### src/sv/bcs_pkg.sv
// Package for the descending byte chunk sorter.
// Holds sizes, the halt marker bytes and the ordering key function; no dependencies.
package bcs_pkg;

    localparam int CHUNK_BYTES = 64;
    localparam int STORE_DEPTH = 64;
    localparam int IDX_W       = $clog2(STORE_DEPTH);

    localparam logic [7:0] OFF_CHAR_O = 8'h4F;
    localparam logic [7:0] OFF_CHAR_F = 8'h46;

    // Flipping the top bit maps signed order onto unsigned order.
    function automatic logic [7:0] order_key(input logic [7:0] b, input logic signed_order);
        order_key = b ^ {signed_order, 7'b0};
    endfunction

endpackage

### src/sv/bcs_byte_if.sv
// Input channel of the sorter: one data byte with an end-of-chunk marker.
// Depends on nothing.
interface bcs_byte_if;
    logic       valid;
    logic       ready;
    logic [7:0] data_byte;
    logic       chunk_end;

    modport source (output valid, output data_byte, output chunk_end, input ready);
    modport sink (input valid, input data_byte, input chunk_end, output ready);
endinterface

### src/sv/bcs_sorted_if.sv
// Output channel of the sorter: one sorted byte with a last marker.
// Depends on nothing.
interface bcs_sorted_if;
    logic       valid;
    logic       ready;
    logic [7:0] sorted_byte;
    logic       last_out;

    modport source (output valid, output sorted_byte, output last_out, input ready);
    modport sink (input valid, input sorted_byte, input last_out, output ready);
endinterface

### src/sv/bcs_cfg_if.sv
// Configuration write channel of the sorter: the signed_order bit.
// Depends on nothing.
interface bcs_cfg_if;
    logic valid;
    logic ready;
    logic signed_order;

    modport source (output valid, output signed_order, input ready);
    modport sink (input valid, input signed_order, output ready);
endinterface

### src/sv/byte_chunk_sorter_desc.sv
// Top level of the descending byte chunk sorter.
// Depends on bcs_pkg and the interfaces bcs_byte_if, bcs_sorted_if, bcs_cfg_if.
//
// Usage:
//   din  : one byte per item, chunk_end marks the final byte of a chunk. A chunk
//          also ends on its CHUNK_BYTES-th byte. One byte per cycle while filling.
//   dout : the chunk's bytes in descending order, last_out on the final one.
//   cfg  : signed_order (reset 1); 1 orders bytes as signed, 0 as unsigned.
// Sorting: after a chunk of n bytes ends, din is held off while a selection
//   sort with one compare unit and a one-read-port store runs. Each result
//   scans the unsorted entries through the single read port, then is emitted;
//   a receiver stall holds it.
// A chunk starting with "OFF" (three or more bytes) emits nothing and the block
//   halts: din stays ready and every item is dropped until reset.
// Reset: empty chunk, not halted, signed order. The store is not cleared.
// A stalled receiver holds the current result in its output register; the
//   sequencer waits on it.
module byte_chunk_sorter_desc
    import bcs_pkg::*;
(
    input  logic   clk,
    input  logic   rst_n,
    bcs_byte_if.sink     din,
    bcs_sorted_if.source dout,
    bcs_cfg_if.sink      cfg
);

    typedef enum logic [4:0] {
        S_FILL = 5'b00001,
        S_SCAN = 5'b00010,
        S_WAIT = 5'b00100,
        S_EMIT = 5'b01000,
        S_HALT = 5'b10000
    } state_t;

    state_t             state_reg, state_next;
    logic [IDX_W-1:0]   fill_reg, fill_next;
    logic [IDX_W-1:0]   last_reg, last_next;
    logic [IDX_W-1:0]   i_reg, i_next;
    logic [IDX_W-1:0]   j_reg, j_next;
    logic               off_reg, off_next;
    logic               signed_order_reg;
    logic               pend_vld_reg, pend_vld_next;
    logic [IDX_W-1:0]   pend_idx_reg;
    logic [7:0]         rd_data_reg;
    logic [7:0]         best_reg;
    logic [IDX_W-1:0]   best_idx_reg;
    logic [7:0]         cur_reg;

    logic [7:0]         store_mem [STORE_DEPTH];
    logic               we;
    logic [IDX_W-1:0]   wa;
    logic [7:0]         wd;

    logic               in_fire, out_fire, ends, match_now;

    assign din.ready   = (state_reg == S_FILL) || (state_reg == S_HALT);
    assign cfg.ready   = 1'b1;
    assign dout.valid  = (state_reg == S_EMIT);
    assign dout.sorted_byte = best_reg;
    assign dout.last_out    = (i_reg == last_reg);

    assign in_fire  = din.valid && din.ready;
    assign out_fire = dout.valid && dout.ready;
    assign ends     = din.chunk_end || (fill_reg == IDX_W'(CHUNK_BYTES - 1));

    always_comb
    begin
        match_now = 1'b0;
        if (fill_reg == IDX_W'(0))
        begin
            match_now = (din.data_byte == OFF_CHAR_O);
        end
        else if (fill_reg == IDX_W'(1) || fill_reg == IDX_W'(2))
        begin
            match_now = off_reg && (din.data_byte == OFF_CHAR_F);
        end
        else
        begin
            match_now = off_reg;
        end
    end

    always_comb
    begin
        state_next    = state_reg;
        fill_next     = fill_reg;
        last_next     = last_reg;
        i_next        = i_reg;
        j_next        = j_reg;
        off_next      = off_reg;
        pend_vld_next = 1'b0;
        we            = 1'b0;
        wa            = fill_reg;
        wd            = din.data_byte;
        unique case (state_reg)
            S_FILL:
            begin
                if (in_fire)
                begin
                    we       = 1'b1;
                    off_next = match_now;
                    if (ends)
                    begin
                        fill_next = '0;
                        if ((fill_reg >= IDX_W'(2)) && match_now)
                        begin
                            state_next = S_HALT;
                        end
                        else
                        begin
                            last_next  = fill_reg;
                            i_next     = '0;
                            j_next     = '0;
                            state_next = S_SCAN;
                        end
                    end
                    else
                    begin
                        fill_next = fill_reg + IDX_W'(1);
                    end
                end
            end
            S_SCAN:
            begin
                pend_vld_next = 1'b1;
                if (j_reg == last_reg)
                begin
                    state_next = S_WAIT;
                end
                else
                begin
                    j_next = j_reg + IDX_W'(1);
                end
            end
            S_WAIT:
            begin
                state_next = S_EMIT;
            end
            S_EMIT:
            begin
                if (out_fire)
                begin
                    we = 1'b1;
                    wa = best_idx_reg;
                    wd = cur_reg;
                    if (i_reg == last_reg)
                    begin
                        state_next = S_FILL;
                    end
                    else
                    begin
                        i_next     = i_reg + IDX_W'(1);
                        j_next     = i_reg + IDX_W'(1);
                        state_next = S_SCAN;
                    end
                end
            end
            S_HALT:
            begin
                state_next = S_HALT;
            end
            default:
            begin
                state_next = S_FILL;
            end
        endcase
    end

    always_ff @(posedge clk or negedge rst_n)
    begin
        if (!rst_n)
        begin
            state_reg        <= S_FILL;
            fill_reg         <= '0;
            last_reg         <= '0;
            i_reg            <= '0;
            j_reg            <= '0;
            off_reg          <= 1'b0;
            pend_vld_reg     <= 1'b0;
            signed_order_reg <= 1'b1;
        end
        else
        begin
            state_reg    <= state_next;
            fill_reg     <= fill_next;
            last_reg     <= last_next;
            i_reg        <= i_next;
            j_reg        <= j_next;
            off_reg      <= off_next;
            pend_vld_reg <= pend_vld_next;
            if (cfg.valid && cfg.ready)
            begin
                signed_order_reg <= cfg.signed_order;
            end
        end
    end

    // chunk store: one write, one registered read per cycle
    always_ff @(posedge clk)
    begin
        if (we)
        begin
            store_mem[wa] <= wd;
        end
        rd_data_reg  <= store_mem[j_reg];
        pend_idx_reg <= j_reg;
    end

    // shared compare unit: running maximum over the scanned entries
    always_ff @(posedge clk)
    begin
        if (pend_vld_reg)
        begin
            if (pend_idx_reg == i_reg)
            begin
                cur_reg      <= rd_data_reg;
                best_reg     <= rd_data_reg;
                best_idx_reg <= pend_idx_reg;
            end
            else if (order_key(rd_data_reg, signed_order_reg) >
                     order_key(best_reg, signed_order_reg))
            begin
                best_reg     <= rd_data_reg;
                best_idx_reg <= pend_idx_reg;
            end
        end
    end

    a_no_overlap: assert property (@(posedge clk) disable iff (!rst_n)
        dout.valid |-> !din.ready)
        else $error("input ready while a result is pending");

    a_halt_sticks: assert property (@(posedge clk) disable iff (!rst_n)
        (state_reg == S_HALT) |=> (state_reg == S_HALT))
        else $error("left halt without reset");

    a_scan_range: assert property (@(posedge clk) disable iff (!rst_n)
        (state_reg == S_SCAN) |-> (j_reg >= i_reg && j_reg <= last_reg))
        else $error("scan index out of chunk range");

    a_last_to_fill: assert property (@(posedge clk) disable iff (!rst_n)
        (out_fire && dout.last_out) |=> (state_reg == S_FILL))
        else $error("no return to fill after last result");

endmodule

### src/flat_wrapper.sv
// flat-port wrapper written by rule: the top's interface ports become plain ports
module byte_chunk_sorter_desc_flat import bcs_pkg::*;
  (clk, rst_n, din_valid, din_data_byte, din_chunk_end, din_ready, dout_valid, dout_sorted_byte, dout_last_out, dout_ready, cfg_valid, cfg_signed_order, cfg_ready);
  bcs_byte_if din_i ();
  bcs_sorted_if dout_i ();
  bcs_cfg_if cfg_i ();
  input  logic clk;
  input  logic rst_n;
  input wire logic [$bits(din_i.valid)-1:0] din_valid;
  input wire logic [$bits(din_i.data_byte)-1:0] din_data_byte;
  input wire logic [$bits(din_i.chunk_end)-1:0] din_chunk_end;
  output wire logic [$bits(din_i.ready)-1:0] din_ready;
  output wire logic [$bits(dout_i.valid)-1:0] dout_valid;
  output wire logic [$bits(dout_i.sorted_byte)-1:0] dout_sorted_byte;
  output wire logic [$bits(dout_i.last_out)-1:0] dout_last_out;
  input wire logic [$bits(dout_i.ready)-1:0] dout_ready;
  input wire logic [$bits(cfg_i.valid)-1:0] cfg_valid;
  input wire logic [$bits(cfg_i.signed_order)-1:0] cfg_signed_order;
  output wire logic [$bits(cfg_i.ready)-1:0] cfg_ready;
  assign din_i.valid = din_valid;
  assign din_i.data_byte = din_data_byte;
  assign din_i.chunk_end = din_chunk_end;
  assign din_ready = din_i.ready;
  assign dout_valid = dout_i.valid;
  assign dout_sorted_byte = dout_i.sorted_byte;
  assign dout_last_out = dout_i.last_out;
  assign dout_i.ready = dout_ready;
  assign cfg_i.valid = cfg_valid;
  assign cfg_i.signed_order = cfg_signed_order;
  assign cfg_ready = cfg_i.ready;
  byte_chunk_sorter_desc u_core (.clk(clk), .rst_n(rst_n), .din(din_i), .dout(dout_i), .cfg(cfg_i));
endmodule
### config.mk
export PLATFORM = sky130hd
export DESIGN_NAME = byte_chunk_sorter_desc_flat
export DESIGN_NICKNAME = d
export VERILOG_FILES = /design/src/sv/bcs_pkg.sv /design/src/sv/bcs_byte_if.sv /design/src/sv/bcs_sorted_if.sv /design/src/sv/bcs_cfg_if.sv /design/src/sv/byte_chunk_sorter_desc.sv /design/src/flat_wrapper.sv
export SDC_FILE = /design/constraint.sdc
export NUM_CORES = 1
export LEC_CHECK = 0
export ABC_CLOCK_PERIOD_IN_PS = 9000
export BUFFER_PORTS_ARGS = -buffer_cell sky130_fd_sc_hd__buf_2
export CAP_MARGIN = 10
export CORE_MARGIN = 5
export CORE_UTILIZATION = 45
export CTS_CLUSTER_SIZE = 25
export DETAILED_ROUTE_END_ITERATION = 16
export MAX_ROUTING_LAYER = met4
export PLACE_DENSITY_LB_ADDON = 0.25
export SLEW_MARGIN = 10
export SYNTH_ARGS = -nofsm -noshare
export SYNTH_HDL_FRONTEND = slang
export SYNTH_SLANG_ARGS = --single-unit
### constraint.sdc
create_clock -name clk -period 9 [get_ports clk]
set_input_delay 2.25 -clock clk [delete_from_list [all_inputs] [get_ports clk]]
set_output_delay 2.25 -clock clk [all_outputs]
set_load 0.01 [all_outputs]
==> out/results.tsv <==
metric	value	unit
antenna_found_initial	0	
critPathArrivalTime	2.22	ns
dp_cells	1818	
clkTransAtPathRegs	0.06	ns
slew_headroom	21.6	%
reg2reg_slack	5.14	ns
ys_types	58	
rr_startpoint	u_core.j_reg[0]$_DFFE_PN0P_	
ys_seq_elements	580	
insertion_delay	0.61	ns
ios	27	
min_from	u_core.pend_idx_reg[3]$_DFF_P_	
critPathKind	flip-flop to output pin	
final_core_util	50.8	%
pre_cts_ws	4.07	ns
finalPower	6.40	mW
crit_slowest_cell	dfrtp_1	
cap_violations	0	
gp_congestion	0.835	
period_share	49.6	%
finClkSkew	0.0213	ns
wirelength	50.4	mm
path_cells	nor3_1 -> nand2_1 -> inv_1 -> buf_2	
first_pass_iters	5	
hold_viol	0	
final_layout_size_suffix_gt1_share	26.7	%
yosysWarnings	0	
max_clock_freq	224	MHz
largest_reg_flops	512	
cp_max_fo	13	
hold_slack	0.449	ns
r2r_cells	6	
synth_edf_count	534	
via_per_inst	5.78	
dieArea	56300	sq um
fin_cells	1924	
holdPathEnd	u_core.best_idx_reg[3]$_DFFE_PP_	
top_register	u_core.store_mem	
worstSetupEndpointType	output pin	
hold-path-cell-count	0	
io_buffers	25	
htreeDepth	2	
root_buffer	clkbuf_16	
ctsResizeCount	0	
die_h	237	um
vias	11100	
grt_pass1_wl	75.6	mm
seq_area_frac_synth	73.6	%
fillers	4067	
grt_max_degree	73	
layout.nets	1226	
syn_to_final_growth	12.0	%
cts_tree	yes	
syn_area	23300	sq um
syn_inst	1158	
hold_path.class	flip-flop to flip-flop	
async_flop_share	5.52	%
cts.sinks	580	
setup_violations	0	
critPathMaxStageDelay	0.42	ns
finalSetupTns	0	ns
powerDensity	246	nW/um^2
synth_top_flop_cell	edfxtp_1	
reg2reg_to	u_core.rd_data_reg[3]$_DFF_P_	
dp_hpwl	30.3	mm
ir_drop	0.166	mV
drtIter0Drc	1282	
antenna_cells	0	
post_cts_buffers	0	
cp-start-kind	flip-flop	
p_leak	8.21	nW
drc	0	
synth_nets	1187	
status	completed	
syn_avg_cell_area	20.1	sq um
overflow	0	
setup_ws	4.53	ns
rows	83	
first_global_vias	11300	
critPathRequiredTime	6.75	ns
fin_crit	4.47	ns
rsz0062_at_grt	false	
routedWlPerCell	26.2	um
cts_buffer_depth	3	
slew_viol_final	0	
place_area	24100	sq um
core_area	51300	sq um
start_util	45.3	%
die_w	237	um
worst_slew_pin_slew	1.17	ns
numCtsBuffers	57	
grt.total_usage	18.4	%
design_area	26100	sq um
hold_buffers	0	
antenna_left	0	
## logic make-up after synthesis
kind of cell / synth area share (%)
compound gates: 2.45
other cells: 0.0161
simple gates: 3.63
flops: 73.6
fa+ha+maj: 0.753
mux: 17.1
xor+xnor: 1.09
buf+inv: 1.41
## cell usage in the layout (no fill, tap or decap), types with 10 or more instances in the layout
cell type	n
buf_2	25
buf_4	13
bufinv_16	11
clkbuf_16	57
clkinv_1	10
clkinv_2	16
dfrtp_1	27
dfxtp_1	14
edfxtp_1	534
ha_1	14
inv_1	17
mux2_2	25
mux2_4	13
mux4_2	154
nand2_1	35
nand3_1	12
nor2_1	79
o21ai_0	20
o22ai_1	13
xnor2_1	18
xor2_1	11
## synth_stat cells (12+ instances only)
| cell | instances | share of area [%] |
|---|---|---|
| nand2_1 | 35 | 0.56 |
| ha_1 | 14 | 0.75 |
| nand3_1 | 12 | 0.26 |
| o22ai_1 | 13 | 0.35 |
| dfrtp_1 | 30 | 3.2 |
| nor2_1 | 79 | 1.3 |
| edfxtp_1 | 534 | 69 |
| buf_2 | 16 | 0.34 |
| clkbuf_1 | 31 | 0.50 |
| o21ai_0 | 20 | 0.43 |
| xnor2_1 | 18 | 0.68 |
| dfxtp_1 | 14 | 1.2 |
| inv_1 | 17 | 0.27 |
| mux4_2 | 154 | 15 |
| mux2_2 | 30 | 1.5 |
## area by class of cell
type	count	area (sq um)	area share [%]
clock inverter	42	488	1.87
timing repair buffer	38	223	0.855
tap	680	851	3.27
clock buffer	64	1450	5.58
multi-input combinational	503	5850	22.4
inverter	17	63.8	0.245
sequential	580	17100	65.7
## worst max-delay path by stage
stage	start	slack, ns	end
3_3_place_gp	dout_ready	4.15	u_core.store_mem[36][2]$_DFFE_PP_
2_1_floorplan	dout_ready	4.21	u_core.store_mem[48][0]$_DFFE_PP_
3_5_place_dp	dout_ready	4.07	u_core.store_mem[39][2]$_DFFE_PP_
5_1_grt	u_core.state_reg[1]$_DFFE_PN0P_	4.30	dout_valid
4_1_cts	u_core.state_reg[1]$_DFFE_PN0P_	4.48	dout_valid
6_report	u_core.state_reg[1]$_DFFE_PN0P_	4.53	dout_valid
## worst max-delay path: cells and delay by family (launching register included)
| kind | cells | cell delay (ns) |
|---|---|---|
| DFF | 1 | 0.42 |
| and+or+nand+nor | 2 | 0.78 |
| buffers and inverters | 2 | 0.41 |
## routing by layer
metal / vias to the layer above / routed length (um) / global-route usage [%]
met1: 5884 / 23100 / 26.9
met2: 354 / 23600 / 27.6
met5: - / 0 / -
met3: 68 / 2800 / 2.96
li1: 4806 / - / -
met4: 0 / 932 / 4.13
## power breakdown
part / switching [mW] / total, mW / internal [mW]
combinational: 0.449 / 0.772 / 0.323
clock: 0.998 / 2.47 / 1.47
sequential: 0.0959 / 3.16 / 3.06
total: 1.54 / 6.40 / 4.86
(Power assumes the default switching activity.)
